$ cat src/hdl/msw_pkg.sv
package msw_pkg;

	// Axis sample width used for the motion measure (8 to 16)
	localparam int unsigned SAMPLE_WIDTH = 16;
	localparam int unsigned AXIS_W       = 16;
	localparam int unsigned SUM_W        = SAMPLE_WIDTH + 1;
	localparam int unsigned MOTION_W     = 17;
	localparam int unsigned ELAPSED_W    = 16;
	localparam int unsigned THRESH_W     = 17;
	localparam int unsigned TIME_W       = 24;

	localparam int unsigned PADDR_W = 4;
	localparam int unsigned PDATA_W = 32;

	// Register indices (byte address = 4 * index)
	localparam logic [1:0] REG_STILL   = 2'd0;
	localparam logic [1:0] REG_SHAKE   = 2'd1;
	localparam logic [1:0] REG_TIMEOUT = 2'd2;

	localparam logic [THRESH_W-1:0] STILL_RESET   = THRESH_W'(8);
	localparam logic [THRESH_W-1:0] SHAKE_RESET   = THRESH_W'(10);
	localparam logic [TIME_W-1:0]   TIMEOUT_RESET = TIME_W'(15000);

	typedef struct packed {
		logic [THRESH_W-1:0] still_threshold;
		logic [THRESH_W-1:0] shake_threshold;
		logic [TIME_W-1:0]   idle_limit;
	} cfg_t;

endpackage

$ cat src/hdl/msw_sample_if.sv
interface msw_sample_if;
	logic                                  valid;
	logic                                  ready;
	logic signed [msw_pkg::AXIS_W-1:0]     accel_x;
	logic signed [msw_pkg::AXIS_W-1:0]     accel_y;
	logic signed [msw_pkg::AXIS_W-1:0]     accel_z;
	logic        [msw_pkg::ELAPSED_W-1:0]  elapsed_ms;

	modport source (output valid, accel_x, accel_y, accel_z, elapsed_ms, input ready);
	modport sink   (input valid, accel_x, accel_y, accel_z, elapsed_ms, output ready);
endinterface

$ cat src/hdl/msw_result_if.sv
interface msw_result_if;
	logic                             valid;
	logic                             ready;
	logic [msw_pkg::MOTION_W-1:0]     motion;
	logic [msw_pkg::TIME_W-1:0]       idle_time;
	logic                             is_asleep;
	logic                             sleep_event;
	logic                             wake_event;

	modport source (output valid, motion, idle_time, is_asleep, sleep_event, wake_event,
		input ready);
	modport sink   (input valid, motion, idle_time, is_asleep, sleep_event, wake_event,
		output ready);
endinterface

$ cat src/hdl/motion_idle_sleep_wake_core.sv
// Channel | Dir | Fields                                               | Handshake
// sample  | in  | accel_x, accel_y, accel_z (s16), elapsed_ms (u16)    | valid/ready
// result  | out | motion (u17), idle_time (u24), is_asleep,            | valid/ready
//         |     | sleep_event, wake_event                              |
// apb     | cfg | still_threshold, shake_threshold, idle_limit         | psel/penable
//
// One sample per cycle sustained while result.ready stays high; a result passes
// through the input register, motion register and result register in that order.
// Asynchronous active-low reset clears the previous-sample flag, idle time,
// sleep state and all stage valids; registers return to 8 / 10 / 15000.
// Each stage moves when the one after it is empty or moving; up to three samples
// are held, and sample.ready drops once all three stages are full and
// result.ready is low.
module motion_idle_sleep_wake_core (
	input  logic                          clk,
	input  logic                          arst_n,
	input  logic                          psel,
	input  logic                          penable,
	input  logic                          pwrite,
	input  logic [msw_pkg::PADDR_W-1:0]   paddr,
	input  logic [msw_pkg::PDATA_W-1:0]   pwdata,
	output logic [msw_pkg::PDATA_W-1:0]   prdata,
	output logic                          pready,
	msw_sample_if.sink                    sample,
	msw_result_if.source                  result
);

	msw_pkg::cfg_t cfg;

	// stage occupancy
	logic s1_valid_q, s2_valid_q, out_valid_q;
	logic accept, adv2, adv_out;

	logic [msw_pkg::MOTION_W-1:0]  motion_s2;
	logic [msw_pkg::ELAPSED_W-1:0] elapsed_s2;

	assign adv_out      = s2_valid_q & (~out_valid_q | result.ready);
	assign adv2         = s1_valid_q & (~s2_valid_q | adv_out);
	assign sample.ready = ~s1_valid_q | adv2;
	assign accept       = sample.valid & sample.ready;
	assign result.valid = out_valid_q;

	always_ff @(posedge clk or negedge arst_n) begin
		if (!arst_n) begin
			s1_valid_q  <= 1'b0;
			s2_valid_q  <= 1'b0;
			out_valid_q <= 1'b0;
		end else begin
			s1_valid_q  <= accept | (s1_valid_q & ~adv2);
			s2_valid_q  <= adv2 | (s2_valid_q & ~adv_out);
			out_valid_q <= adv_out | (out_valid_q & ~result.ready);
		end
	end

	msw_regs u_regs (
		.clk     (clk),
		.arst_n  (arst_n),
		.psel    (psel),
		.penable (penable),
		.pwrite  (pwrite),
		.paddr   (paddr),
		.pwdata  (pwdata),
		.prdata  (prdata),
		.pready  (pready),
		.cfg     (cfg)
	);

	// wrapped axis differences -> motion
	msw_motion u_motion (
		.clk        (clk),
		.arst_n     (arst_n),
		.load_s1    (accept),
		.load_s2    (adv2),
		.accel_x    (sample.accel_x),
		.accel_y    (sample.accel_y),
		.accel_z    (sample.accel_z),
		.elapsed_ms (sample.elapsed_ms),
		.motion_s2  (motion_s2),
		.elapsed_s2 (elapsed_s2)
	);

	// idle accumulation and sleep / wake decision, updated in result order
	msw_idle u_idle (
		.clk           (clk),
		.arst_n        (arst_n),
		.load          (adv_out),
		.cfg           (cfg),
		.motion_s2     (motion_s2),
		.elapsed_s2    (elapsed_s2),
		.motion_q      (result.motion),
		.idle_time_q   (result.idle_time),
		.is_asleep_q   (result.is_asleep),
		.sleep_event_q (result.sleep_event),
		.wake_event_q  (result.wake_event)
	);

endmodule

$ cat src/hdl/msw_regs.sv
module msw_regs (
	input  logic                          clk,
	input  logic                          arst_n,
	input  logic                          psel,
	input  logic                          penable,
	input  logic                          pwrite,
	input  logic [msw_pkg::PADDR_W-1:0]   paddr,
	input  logic [msw_pkg::PDATA_W-1:0]   pwdata,
	output logic [msw_pkg::PDATA_W-1:0]   prdata,
	output logic                          pready,
	output msw_pkg::cfg_t                 cfg
);

	msw_pkg::cfg_t cfg_q;
	logic          wr_en;
	logic [1:0]    idx;

	assign pready = 1'b1;
	assign wr_en  = psel & penable & pwrite;
	assign idx    = paddr[3:2];
	assign cfg    = cfg_q;

	always_ff @(posedge clk or negedge arst_n) begin
		if (!arst_n) begin
			cfg_q.still_threshold <= msw_pkg::STILL_RESET;
			cfg_q.shake_threshold <= msw_pkg::SHAKE_RESET;
			cfg_q.idle_limit      <= msw_pkg::TIMEOUT_RESET;
		end else if (wr_en) begin
			unique case (idx)
				msw_pkg::REG_STILL:   cfg_q.still_threshold <= pwdata[msw_pkg::THRESH_W-1:0];
				msw_pkg::REG_SHAKE:   cfg_q.shake_threshold <= pwdata[msw_pkg::THRESH_W-1:0];
				msw_pkg::REG_TIMEOUT: cfg_q.idle_limit      <= pwdata[msw_pkg::TIME_W-1:0];
				default: ;
			endcase
		end
	end

	always_comb begin
		unique case (idx)
			msw_pkg::REG_STILL:   prdata = msw_pkg::PDATA_W'(cfg_q.still_threshold);
			msw_pkg::REG_SHAKE:   prdata = msw_pkg::PDATA_W'(cfg_q.shake_threshold);
			msw_pkg::REG_TIMEOUT: prdata = msw_pkg::PDATA_W'(cfg_q.idle_limit);
			default:              prdata = '0;
		endcase
	end

endmodule

$ cat src/hdl/msw_motion.sv
module msw_motion (
	input  logic                              clk,
	input  logic                              arst_n,
	input  logic                              load_s1,
	input  logic                              load_s2,
	input  logic [msw_pkg::AXIS_W-1:0]        accel_x,
	input  logic [msw_pkg::AXIS_W-1:0]        accel_y,
	input  logic [msw_pkg::AXIS_W-1:0]        accel_z,
	input  logic [msw_pkg::ELAPSED_W-1:0]     elapsed_ms,
	output logic [msw_pkg::MOTION_W-1:0]      motion_s2,
	output logic [msw_pkg::ELAPSED_W-1:0]     elapsed_s2
);

	localparam int unsigned SW = msw_pkg::SAMPLE_WIDTH;

	// previous accepted sample, kept at accept time
	logic [SW-1:0] last_x_q, last_y_q, last_z_q;
	logic          have_last_q;

	logic [SW-1:0] cur_x_s1, cur_y_s1, cur_z_s1;
	logic [SW-1:0] prv_x_s1, prv_y_s1, prv_z_s1;
	logic          first_s1;
	logic [msw_pkg::ELAPSED_W-1:0] elapsed_s1;

	logic [SW-1:0]             ax, ay, az;
	logic [msw_pkg::SUM_W-1:0] sum;

	// |wrapped difference|; the most negative value negates to itself,
	// which read unsigned is 2^(SW-1)
	function automatic logic [SW-1:0] abs_diff(input logic [SW-1:0] cur,
		input logic [SW-1:0] prv);
		logic [SW-1:0] d;
		d = cur - prv;
		return d[SW-1] ? (~d + 1'b1) : d;
	endfunction

	always_ff @(posedge clk or negedge arst_n) begin
		if (!arst_n) begin
			last_x_q    <= '0;
			last_y_q    <= '0;
			last_z_q    <= '0;
			have_last_q <= 1'b0;
		end else if (load_s1) begin
			last_x_q    <= accel_x[SW-1:0];
			last_y_q    <= accel_y[SW-1:0];
			last_z_q    <= accel_z[SW-1:0];
			have_last_q <= 1'b1;
		end
	end

	always_ff @(posedge clk) begin
		if (load_s1) begin
			cur_x_s1   <= accel_x[SW-1:0];
			cur_y_s1   <= accel_y[SW-1:0];
			cur_z_s1   <= accel_z[SW-1:0];
			prv_x_s1   <= last_x_q;
			prv_y_s1   <= last_y_q;
			prv_z_s1   <= last_z_q;
			first_s1   <= ~have_last_q;
			elapsed_s1 <= elapsed_ms;
		end
	end

	always_comb begin
		ax  = abs_diff(cur_x_s1, prv_x_s1);
		ay  = abs_diff(cur_y_s1, prv_y_s1);
		az  = abs_diff(cur_z_s1, prv_z_s1);
		sum = msw_pkg::SUM_W'(ax) + msw_pkg::SUM_W'(ay) + msw_pkg::SUM_W'(az);
	end

	always_ff @(posedge clk) begin
		if (load_s2) begin
			motion_s2  <= first_s1 ? '0 : msw_pkg::MOTION_W'(sum);
			elapsed_s2 <= elapsed_s1;
		end
	end

endmodule

$ cat src/hdl/msw_idle.sv
module msw_idle (
	input  logic                          clk,
	input  logic                          arst_n,
	input  logic                          load,
	input  msw_pkg::cfg_t                 cfg,
	input  logic [msw_pkg::MOTION_W-1:0]  motion_s2,
	input  logic [msw_pkg::ELAPSED_W-1:0] elapsed_s2,
	output logic [msw_pkg::MOTION_W-1:0]  motion_q,
	output logic [msw_pkg::TIME_W-1:0]    idle_time_q,
	output logic                          is_asleep_q,
	output logic                          sleep_event_q,
	output logic                          wake_event_q
);

	localparam int unsigned TW = msw_pkg::TIME_W;

	logic [TW-1:0] idle_q;
	logic          asleep_q;

	logic [msw_pkg::ELAPSED_W-1:0] el;
	logic [TW:0]   acc_sum;
	logic [TW-1:0] acc, idle_nx;
	logic          asleep_nx, sev, wev;

	always_comb begin
		el      = (elapsed_s2 == '0) ? msw_pkg::ELAPSED_W'(1) : elapsed_s2;
		acc_sum = {1'b0, idle_q} + (TW+1)'(el);
		if (motion_s2 < msw_pkg::MOTION_W'(cfg.still_threshold)) begin
			acc = (acc_sum > (TW+1)'(cfg.idle_limit)) ? cfg.idle_limit
				: acc_sum[TW-1:0];
		end else begin
			acc = '0;
		end
		idle_nx   = idle_q;
		asleep_nx = asleep_q;
		sev       = 1'b0;
		wev       = 1'b0;
		if (!asleep_q) begin
			idle_nx = acc;
			if (acc >= cfg.idle_limit) begin
				asleep_nx = 1'b1;
				idle_nx   = '0;
				sev       = 1'b1;
			end
		end else if (motion_s2 >= msw_pkg::MOTION_W'(cfg.shake_threshold)) begin
			asleep_nx = 1'b0;
			idle_nx   = '0;
			wev       = 1'b1;
		end
	end

	always_ff @(posedge clk or negedge arst_n) begin
		if (!arst_n) begin
			idle_q   <= '0;
			asleep_q <= 1'b0;
		end else if (load) begin
			idle_q   <= idle_nx;
			asleep_q <= asleep_nx;
		end
	end

	always_ff @(posedge clk) begin
		if (load) begin
			motion_q      <= motion_s2;
			idle_time_q   <= idle_nx;
			is_asleep_q   <= asleep_nx;
			sleep_event_q <= sev;
			wake_event_q  <= wev;
		end
	end

endmodule

$ cat src/flat_wrapper.sv
// flat-port wrapper written by rule: the top's interface ports become plain ports
module motion_idle_sleep_wake_core_flat 
  (clk, arst_n, psel, penable, pwrite, paddr, pwdata, prdata, pready, sample_valid, sample_accel_x, sample_accel_y, sample_accel_z, sample_elapsed_ms, sample_ready, result_valid, result_motion, result_idle_time, result_is_asleep, result_sleep_event, result_wake_event, result_ready);
  msw_sample_if sample_i ();
  msw_result_if result_i ();
  input  logic clk;
  input  logic arst_n;
  input  logic psel;
  input  logic penable;
  input  logic pwrite;
  input  logic [msw_pkg::PADDR_W-1:0] paddr;
  input  logic [msw_pkg::PDATA_W-1:0] pwdata;
  output logic [msw_pkg::PDATA_W-1:0] prdata;
  output logic pready;
  input wire logic [$bits(sample_i.valid)-1:0] sample_valid;
  input wire logic [$bits(sample_i.accel_x)-1:0] sample_accel_x;
  input wire logic [$bits(sample_i.accel_y)-1:0] sample_accel_y;
  input wire logic [$bits(sample_i.accel_z)-1:0] sample_accel_z;
  input wire logic [$bits(sample_i.elapsed_ms)-1:0] sample_elapsed_ms;
  output wire logic [$bits(sample_i.ready)-1:0] sample_ready;
  output wire logic [$bits(result_i.valid)-1:0] result_valid;
  output wire logic [$bits(result_i.motion)-1:0] result_motion;
  output wire logic [$bits(result_i.idle_time)-1:0] result_idle_time;
  output wire logic [$bits(result_i.is_asleep)-1:0] result_is_asleep;
  output wire logic [$bits(result_i.sleep_event)-1:0] result_sleep_event;
  output wire logic [$bits(result_i.wake_event)-1:0] result_wake_event;
  input wire logic [$bits(result_i.ready)-1:0] result_ready;
  assign sample_i.valid = sample_valid;
  assign sample_i.accel_x = sample_accel_x;
  assign sample_i.accel_y = sample_accel_y;
  assign sample_i.accel_z = sample_accel_z;
  assign sample_i.elapsed_ms = sample_elapsed_ms;
  assign sample_ready = sample_i.ready;
  assign result_valid = result_i.valid;
  assign result_motion = result_i.motion;
  assign result_idle_time = result_i.idle_time;
  assign result_is_asleep = result_i.is_asleep;
  assign result_sleep_event = result_i.sleep_event;
  assign result_wake_event = result_i.wake_event;
  assign result_i.ready = result_ready;
  motion_idle_sleep_wake_core u_core (.clk(clk), .arst_n(arst_n), .psel(psel), .penable(penable), .pwrite(pwrite), .paddr(paddr), .pwdata(pwdata), .prdata(prdata), .pready(pready), .sample(sample_i), .result(result_i));
endmodule
$ cat config.mk
export PLATFORM = sky130hd
export DESIGN_NAME = motion_idle_sleep_wake_core_flat
export DESIGN_NICKNAME = d
export VERILOG_FILES = /design/src/hdl/msw_pkg.sv /design/src/hdl/msw_sample_if.sv /design/src/hdl/msw_result_if.sv /design/src/hdl/motion_idle_sleep_wake_core.sv /design/src/hdl/msw_regs.sv /design/src/hdl/msw_motion.sv /design/src/hdl/msw_idle.sv /design/src/flat_wrapper.sv
export SDC_FILE = /design/constraint.sdc
export NUM_CORES = 1
export LEC_CHECK = 0
export BUFFER_PORTS_ARGS = -buffer_cell sky130_fd_sc_hd__buf_2
export CORE_UTILIZATION = 30
export DETAILED_ROUTE_END_ITERATION = 16
export SETUP_SLACK_MARGIN = 0.5
export SLEW_MARGIN = 25
export SYNTH_ARGS = -nofsm -noshare
export SYNTH_HDL_FRONTEND = slang
export SYNTH_HIERARCHICAL = 1
export SYNTH_SLANG_ARGS = --single-unit
export TNS_END_PERCENT = 100
$ cat constraint.sdc
create_clock -name clk -period 18.9 [get_ports clk]
set_input_delay 1.89 -clock clk [delete_from_list [all_inputs] [get_ports clk]]
set_output_delay 1.89 -clock clk [all_outputs]
set_load 0.02 [all_outputs]
# After elaboration in Yosys (flattened, before gate mapping)
# Index checks and enable logic that the tools add are counted.
[word_totals] output_inout_bits=79 ff_bits=325 in_bits=107 wordCells=85
[op_classes] magnitude_cmp=4 bitwise_logic=24 muxes=14 n_reduce_logical=5 n_eq_ne=2 add_sub_neg=9
[ops] op="24-bit 2-to-1 mux" count=5
[ops] op="24-bit one-hot mux with 3 select lines" count=1
[ops] op="16-bit 2-to-1 mux" count=4
[ops] op="16-bit by 1-bit adder with 16-bit output (second input constant)" count=3
[ops] op="16-bit inverter" count=3
[ops] op="16-bit subtractor" count=3
[ops] op="24-bit by 16-bit adder with 25-bit output" count=1
[ops] op="25-bit by 24-bit > comparator with 1-bit output" count=1
[ops] op="24-bit greater-or-equal comparator" count=1
[ops] op="16-bit by 16-bit adder with 17-bit output" count=1
[ops] op="17-bit by 16-bit adder with 17-bit output" count=1
[ops] op="17-bit greater-or-equal comparator" count=1
[ops] op="17-bit less-than comparator" count=1
[ops] op="16-bit logical NOT" count=1
[ops] op="1-bit AND" count=8
[ops] op="1-bit inverter" count=7
[ops] op="1-bit bitwise OR" count=6
[ops] op="2-bit AND reduction" count=3
[ops] op="1-bit 2-to-1 mux" count=4
[ops] op="2-bit by 1-bit == test with 1-bit output (second input constant)" count=1
[ops] op="2-bit == test (second input constant)" count=1
[ops] op="2-bit logical NOT" count=1

# Logic depth before layout (Yosys ltp)
# Gate-level depths: netlist of the first run.
[logic_depth] ltp_word=9 ltp_mapped=28

# Cells and area by module
# Netlist of the first run, hierarchy kept.
[modules_own_cells] mod="msw_motion" cells_each=929 area_per_inst_um2=10979.3 n_inst=1
[modules_own_cells] mod="msw_idle" cells_each=642 area_per_inst_um2=5969.5 n_inst=1
[modules_own_cells] mod="msw_regs" cells_each=202 area_per_inst_um2=2727.6 n_inst=1
[modules_own_cells] mod="motion_idle_sleep_wake_core" cells_each=12 area_per_inst_um2=145.1 n_inst=1

# Worst setup path after synthesis of the first run
# Ideal clock, no wire load.
[synth_path] path_type="flip-flop to flip-flop" from="reg u_core/u_motion/elapsed_s2[1] (netlist name)" to="reg u_core.u_idle.idle_q[10]" setup_time_ps=78 path_stages_with_launch=29 required_time_ps=18822 period_less_slack_ps=5946 setup_slack_ps=12954 arrival_ps=5868 cell_sequence="edfxtp_1 > nor4_1 > a41o_1 > ha_1 > inv_1 > fa_1 > nand2b_1 > a21oi_2 > o2111ai_1 > a32oi_1 > xor2_1 > ha_1 > nand4_2 > nor4_4 > and3_1 > o211ai_4 > nor2_8 > buf_8 > mux2i_1 > nor2_1 > ha_1 > o21ai_1 > a21oi_1 > a2111oi_0 > o211ai_1 > o21ai_1 > nand3_1 > buf_2 > o2bb2ai_1"
[synth_between] elab_chain_len=9
[synth_lines] element="from (decl)" line_no="msw_motion.sv:11" text="output logic [msw_pkg::ELAPSED_W-1:0] elapsed_s2"
[synth_lines] element="from (signal assigned)" line_no="msw_motion.sv:74" text="elapsed_s2 <= elapsed_s1;"
[synth_lines] element="16-bit logical NOT" line_no="msw_idle.sv:26" text="el = (elapsed_s2 == '0) ? msw_pkg::ELAPSED_W'(1) : elapsed_s2;"
[synth_lines] element="16-bit 2-to-1 mux (*)" line_no="msw_idle.sv:26"
[synth_lines] element="24-bit by 16-bit adder with 25-bit output (*)" line_no="msw_idle.sv:27" text="acc_sum = {1'b0, idle_q} + (TW+1)'(el);"
[synth_lines] element="25-bit by 24-bit > comparator with 1-bit output" line_no="msw_idle.sv:29" text="acc = (acc_sum > (TW+1)'(cfg.idle_limit)) ? cfg.idle_limit"
[synth_lines] element="24-bit 2-to-1 mux (*)" line_no="msw_idle.sv:29"
[synth_lines] element="24-bit 2-to-1 mux (*)" line_no="msw_idle.sv:28" text="if (motion_s2 < msw_pkg::MOTION_W'(cfg.still_threshold)) begin"
[synth_lines] element="24-bit greater-or-equal comparator" line_no="msw_idle.sv:40" text="if (acc >= cfg.idle_limit) begin"
[synth_lines] element="24-bit 2-to-1 mux (*)" line_no="msw_idle.sv:40"
[synth_lines] element="24-bit 2-to-1 mux (*)" line_no="msw_idle.sv:38" text="if (!asleep_q) begin"
[synth_lines] element="to (signal assigned)" line_no="msw_idle.sv:57" text="idle_q <= idle_nx;"
[synth_lines] element="to (decl)" line_no="msw_idle.sv:17" text="logic [TW-1:0] idle_q;"
# Mark *: on every way between the ends. The rest lies on a longest branch, timed or not.
# A chain may end at the register's enable or synchronous reset.

# Worst setup path after layout of the first run
[layout_path] from="reg u_core/u_motion/elapsed_s2[8] (netlist name)" to="reg u_core/u_idle/idle_time_q[16] (netlist name), data pin"
[layout_between] elab_chain_len=9
[layout_lines] element="16-bit logical NOT" line_no="msw_idle.sv:26"
[layout_lines] element="16-bit 2-to-1 mux (*)" line_no="msw_idle.sv:26"
[layout_lines] element="24-bit by 16-bit adder with 25-bit output (*)" line_no="msw_idle.sv:27"
[layout_lines] element="25-bit by 24-bit > comparator with 1-bit output" line_no="msw_idle.sv:29"
[layout_lines] element="24-bit 2-to-1 mux (*)" line_no="msw_idle.sv:29"
[layout_lines] element="24-bit 2-to-1 mux (*)" line_no="msw_idle.sv:28"
[layout_lines] element="24-bit greater-or-equal comparator" line_no="msw_idle.sv:40"
[layout_lines] element="24-bit 2-to-1 mux (*)" line_no="msw_idle.sv:40"
[layout_lines] element="24-bit 2-to-1 mux (*)" line_no="msw_idle.sv:38"
[layout_lines] element="via u_core.u_idle.idle_nx[16]" line_no="msw_idle.sv:22" text="logic [TW-1:0] acc, idle_nx;"
[layout_lines] element="to (signal assigned)" line_no="msw_idle.sv:65" text="idle_time_q <= idle_nx;"
[layout_lines] element="to (decl)" line_no="msw_idle.sv:9" text="output logic [msw_pkg::TIME_W-1:0] idle_time_q,"
# Mark *: on every way through the listed nets, which the timed path passes. The rest lies on a longest branch.

==> results of run 1 <==
-- cells by family (layout without fill, tap and decap cells) --
family / count (synthesis) / count (layout)
AOI/OAI and AO/OA: 387 / 387
DFF: 325 / 325
buffers and inverters: 247 / 425
and+or+nand+nor: 391 / 391
muxes: 152 / 152
adders and majority gates: 181 / 181
xor gates and xnor gates: 100 / 100
other: 2 / 10
-- layout make-up --
class                   count  area [um2]
repair buffers            174         917
clock buffers              47        1060
multi-input cells        1220        9690
flip-flops and latches    325        9100
fillers                  6448       42100
inverters                 179         672
clock inverters            25         220
diodes                      1        2.50
well taps                 855        1070
-- through the flow --
stage,total power [uW],cells
4_1_cts,3590,2825
3_3_place_gp,2790,2752
5_1_grt,3850,2825
2_1_floorplan,2380,1792
6_report,3550,2826
3_5_place_dp,2820,2753
-- synth_stat cells, drive strengths merged, types with 9 or more instances --
library cell	number	share of area (%)
mux2	108	6.3
dfrtp	125	16
o21ai	115	2.9
nand2	98	1.9
nor3	38	1.1
nor4	9	0.50
mux2i	44	2.2
a211oi	13	0.52
inv	179	3.4
clkbuf	28	0.54
or3	9	0.28
o211ai	12	0.52
buf	40	1.6
a21o	27	1.0
edfxtp	190	29
xnor2	54	2.5
nor2b	19	0.64
o2bb2ai	24	1.1
dfstp	10	1.3
nand2b	10	0.32
a21oi	95	2.5
a31oi	16	0.58
nor2	107	2.1
and2	18	0.58
o21a	18	0.69
or2	10	0.32
xor2	46	2.0
ha	160	10
fa	21	2.1
and3	14	0.45
nand3	24	0.66
nand4	14	0.47
-- state kept, by name, indices dropped and copies added (netlist names), 17 cells and up --
| name | flops |
|---|---|
| u_core/u_idle/idle_q | 24 |
| u_core/u_regs/cfg | 58 |
| u_core/u_motion/motion_s2 | 17 |
| u_core/u_idle/idle_time_q | 24 |
| u_core/u_idle/motion_q | 17 |
-- power groups by stage --
stage / clock network [uW] / logic (uW) / registers [uW]
after floorplan: 0 / 1320 / 1060
after global placement: 0 / 1710 / 1070
after detailed placement: 0 / 1740 / 1080
after CTS: 769 / 1760 / 1060
after global routing: 791 / 1980 / 1080
final: 741 / 1750 / 1060
-- worst max-delay path by stage --
stage / start / end / slack [ps] / cells after the start
floorplan: u_core/u_motion/elapsed_s2[1] / u_core/u_idle/idle_q[10] / 12950 / 28
global placement: u_core/u_motion/elapsed_s2[8] / u_core/u_idle/idle_q[2] / 10990 / 26
detailed placement: u_core/u_motion/elapsed_s2[13] / u_core/u_idle/idle_q[12] / 10920 / 26
CTS: u_core/u_motion/elapsed_s2[13] / u_core/u_idle/idle_q[12] / 10880 / 26
global route: u_core/u_motion/elapsed_s2[13] / u_core/u_idle/idle_time_q[0] / 10280 / 26
finish: u_core/u_motion/elapsed_s2[8] / u_core/u_idle/idle_time_q[16] / 10860 / 26
-- routing by layer --
metal | global-route usage (%) | wire, um | vias to the layer above
met5 | 0 | 15 | -
met1 | 18.1 | 21100 | 6564
met3 | 2.37 | 2320 | 73
met4 | 4.75 | 1370 | 2
li1 | - | - | 6732
met2 | 24.3 | 23100 | 303
==> results.md, run 1 <==
- Fin nets: 2227
- Syn Inst Count: 1785
- Critical-path maximum fanout: 24
- Ys flop type: edfxtp_1
- Hold-fix buffers, CTS: 0
- IO Port Bufs: 166
- Setup WS pre-CTS: 10920 ps
- FF-to-FF End: u_core/u_idle/idle_time_q[16]
- Distinct cell type count after synthesis: 103
- Worst Tran Pin Value: 981 ps
- Post-synth EDFFs: 190
- Synth Cell Area: 0.0198 mm2
- First-pass GRT wire length: 74500 um
- Placed Area: 0.0214 mm2
- CTS max path bufs: 3
- Total core area: 0.0648 mm2
- Share of layout cells above drive strength 1: 20.6%
- Final wirelength: 48000 um
- Final Hold Viols: 0
- Seq cells post-synth: 325
- Reg2reg path depth: 26
- Logic pwr share: 49.3%
- Fin crit share: 42.6%
- Initial antenna violation count: 4
- DRT iter0 DRCs: 658
- Synth Area in XOR/XNOR: 4.53%
- Via density: 4.84
- Leak: 0.00993 uW
- Crit end category: flip-flop
- Synthesized-area fraction occupied by adder cells: 12.2%
- Sequential power share: 29.9%
- Post-synthesis mux area share: 8.55%
- Largest family of logic cells by synthesized area: compound AO/OA/AOI/OAI gates
- CTS Sinks: 325
- Synth Area in Compound Gates: 13.0%
- CTS resizes: 0
- Post-CTS Setup Bufs: 0
- CTS tree: done
- Delay-heaviest family, CP: compound AO/OA/AOI/OAI gates
- Site Rows: 93
- Startpoint Class: flip-flop
- Min Clock Period, post-route: 8040 ps
- Fin. max-slew vios: 0
- Clock transition at path regs: 60 ps
- Seq/Total Area, Yosys: 45.9%
- Worst Path Arrival: 8390 ps
- Via count of the first global-routing pass: 13600
- Share of flip-flops with an asynchronous set or reset: 41.5%
- MaxCap Viol Count: 0
- Area grow syn2layout: 14.6%
- Post-Synth Simple-Gate Area: 10.3%
- Hold_ws: 420 ps
- Worst setup path class: reg -> reg
- Clk_lat worst skew: 550 ps
- IO Count: 186
- Hold endpoint: u_core/u_motion/elapsed_s2[12]
- Num CTS Buffers: 39
- Largest net degree at the start of global routing: 80
- Final GP Congestion: 0.898
- RSZ-0062 raised after global routing: false
- Global Route Usage Sum: 14.2%
- Share of total power in the clock network: 20.8%
- Bufs and invs on worst path: 1
- Chip Height: 259 um
- Total net switching power: 1440 uW
- Synth warn: 6
- Setup-failing EPs final: 0
- Slowest stage cell on the critical path: nand2_1
- Skew final: 20.0 ps
- Critical path required time: 19250 ps
- R2r startpoint: u_core/u_motion/elapsed_s2[8]
- Clock root buffer: clkbuf_16
- GRT overflow: 0
- Most frequent cells in the layout: edfxtp_1, inv_1, buf_2
- DR pass1 iterations: 5
- Rel. slew slack: 34.6%
- Reg2Reg Setup Slack: 10860 ps
- Worst VDD drop: 0.103 mV
- Fin area: 0.0227 mm2
- Pwr Density: 156 mW/mm2
- FMAX: 124 MHz
- Die width: 259 um
- Avg WL per Cell: 17.0 um
- Pint: 2110 uW
- Post-synthesis area per instance: 11.1 um2
- Worst hold path type: reg -> reg
- Sw Share: 40.6%
- Post-DP HPWL: 37200 um
- H-tree depth: 2
- Starting density of the core: 30.6%
- Hold path cells: 0
- DRC viols: 0
- Routed via count: 13700
- Commonest non-fill, non-tap cell in the layout: edfxtp_1
- Status: complete, no violations
- DRT antenna net count: 0
- Slack of the critical path: 10860 ps
- Hold_sp: u_core/u_motion/elapsed_s1[12]
- Layout Utilization: 35.1%
- Setup_tns: 0 ps
- Max incr delay on CP: 660 ps
- Die area: 0.0671 mm2
No activity file was read; power rests on OpenSTA's default activity.
==> inputs of run 2 (changes only) <==
==> constraint.sdc (replaced) <==
create_clock -name clk -period 6.8 [get_ports clk]
set_input_delay 0.68 -clock clk [delete_from_list [all_inputs] [get_ports clk]]
set_output_delay 0.68 -clock clk [all_outputs]
set_load 0.02 [all_outputs]
==> run 2 against run 1 <==
Effect of this change: clock skew decreased by 3.1 ps; cell area is 4.4% higher; maximum frequency up 25%; critical path depth rose by 4; combinational power increased to 3.1 times the previous value; core utilization is 1.5 points higher; flip-flop and latch count is the same; total power rose to 3.0 times the previous value; largest cell class unchanged; critical path type unchanged.
==> results.md, run 2 (synthesis gave the netlist of run 1 again) <==
- Status: complete, no violations
- Fin. max-slew vios: 0 (unchanged)
- Hold-fix buffers, CTS: 0 (unchanged)
- Worst Path Arrival: 6850 ps (-1540 ps)
- Largest net degree at the start of global routing: 163 (+100%)
- Die area: 0.0671 mm2 (unchanged)
- Setup WS pre-CTS: 8.13 ps (-10910 ps)
- H-tree depth: 2 (unchanged)
- Clock root buffer: clkbuf_16
- Min Clock Period, post-route: 6440 ps (-1610 ps)
- Worst Tran Pin Value: 1290 ps (+314 ps)
- Placed Area: 0.0217 mm2 (+1.2%)
- Avg WL per Cell: 17.2 um (+1.3%)
- Site Rows: 93 (unchanged)
- Final wirelength: 49400 um (+3.0%)
- Crit end category: flip-flop
- Clk_lat worst skew: 550 ps (about the same)
- Max FFs per register: 58 (unchanged)
- Fin area: 0.0237 mm2 (+4.4%)
- Chip Height: 259 um (unchanged)
- Final Hold Viols: 0 (unchanged)
- Slowest stage cell on the critical path: edfxtp_1
- Setup-failing EPs final: 0 (unchanged)
- DRT antenna net count: 0 (unchanged)
- Global Route Usage Sum: 14.5% (+0.28 points)
- IO Port Bufs: 166 (unchanged)
- DRT iter0 DRCs: 798 (+21%)
- Setup_tns: 0 ps (unchanged)
- CTS max path bufs: 3 (unchanged)
- DR pass1 iterations: 5 (unchanged)
- Share of layout cells above drive strength 1: 25.4% (+4.8 points)
- Delay-heaviest family, CP: compound AO/OA/AOI/OAI gates
- Via count of the first global-routing pass: 13900 (+2.4%)
- Critical path required time: 7210 ps (-12040 ps)
- RSZ-0062 raised after global routing: true
- Post-DP HPWL: 37500 um (+1.0%)
- DRC viols: 0 (unchanged)
- CTS Sinks: 325 (unchanged)
- MaxCap Viol Count: 0 (unchanged)
- Layout Utilization: 36.6% (+1.5 points)
- Rel. slew slack: 13.7% (-21 points)
- Fin crit share: 94.7% (+52 points)
- Num CTS Buffers: 38 (-2.6%)
- Most frequent cells in the layout: edfxtp_1, inv_1, buf_2
- Total core area: 0.0648 mm2 (unchanged)
- Fin nets: 2277 (+2.2%)
- CTS tree: done
- Final GP Congestion: 0.896 (-0.23%)
- Via density: 4.85 (+0.21%)
- Die width: 259 um (unchanged)
- Commonest non-fill, non-tap cell in the layout: edfxtp_1
- Skew final: 16.9 ps (-3.15 ps)
- Antenna diode count: 0 (-1)
- Routed via count: 13900 (+1.9%)
- IO Count: 186 (unchanged)
- Critical-path maximum fanout: 6 (-75%)
- Max incr delay on CP: 430 ps (-230 ps)
- Initial antenna violation count: 3 (-1)
- GRT overflow: 0 (unchanged)
- Starting density of the core: 30.6% (unchanged)
- First-pass GRT wire length: 76300 um (+2.4%)
- Worst hold path type: in -> async
- Worst VDD drop: 0.299 mV (+190%)
- FMAX: 155 MHz (+25%)
- Clock transition at path regs: 60 ps (about the same)
- Bufs and invs on worst path: 6 (+5)
- Leak: 0.0102 uW (+3.0%)
- Area grow syn2layout: 19.7%
- Slack of the critical path: 363 ps (-10490 ps)
- Startpoint Class: flip-flop
- Pwr Density: 442 mW/mm2 (+180%)
- Worst setup path class: reg -> reg
run 2: changes by cell type in the layout (fill, tap and decap cells not counted), sizes merged:
cell / change
buf: +50
clkinvlp: +3
clkinv: -4
bufinv: +2
inv: -3
diode: -1
run 2: cell type report:
| cell class | count | area, um2 |
|---|---|---|
| Sequential cell | 325 | 9100 |
| Timing Repair Buffer | 225 | 1460 |
| Inverter | 179 | 672 |
| Clock buffer | 46 | 1040 |
| Tap cell | 855 | 1070 |
| Multi-Input combinational cell | 1220 | 10100 |
| Clock inverter | 23 | 260 |
| Fill cell | 6330 | 41100 |
run 2: worst register-to-register path: cells and delay by family (launching register included):
kind            cells  cell delay, ps
flops               1             430
xor+xnor            1             180
fa+ha+maj           4            1180
compound gates     11            1960
buf+inv             6             830
simple gates        7            1490
mux                 1             240
run 2: worst paths after layout:
path | start | end | slack [ps] | cells after the start
min in group clk | sample_elapsed_ms[13] | u_core/u_motion/elapsed_s1[13] | 310 | 1
min reg2reg | u_core/u_motion/elapsed_s1[0] | u_core/u_motion/elapsed_s2[0] | 420 | 0
max in group asynchronous | arst_n | u_core/u_regs/cfg[30] | 5640 | 2
min | arst_n | u_core/u_motion/last_z_q[15] | 30 | 1
max reg2reg | u_core/u_motion/elapsed_s2[8] | u_core/u_idle/idle_q[22] | 360 | 30
max | u_core/u_motion/elapsed_s2[8] | u_core/u_idle/idle_q[22] | 360 | 30
run 2: timing repair:
action	in CTS	in global routing
setup endpoints to repair	51	52
pin swaps	14	41
resized for setup	28	63
cloned	3	1
setup buffers	6	11
run 2: per-layer routing:
metal	vias up	share of wire (%)	track usage, %
met5	-	0.026	0
met4	2	3.0	5.03
met1	6705	44	18.3
met3	73	4.5	2.33
li1	6806	-	-
met2	345	49	24.9
run 2: through the flow:
| step | hold slack [ps] | std cells | power (uW) |
|---|---|---|---|
| after floorplan | 384 | 1792 | 6610 |
| after global placement | 408 | 2782 | 7900 |
| after detailed placement | 405 | 2783 | 8010 |
| after CTS | 4.97 | 2861 | 10400 |
| after global routing | 35.0 | 2873 | 11300 |
| final | 25.2 | 2873 | 10500 |
run 2: power by group:
group	total, uW	internal [uW]	switching [uW]
clock	2120	1290	838
sequential	2970	2640	322
combinational	5400	2370	3030
total	10500	6300	4190
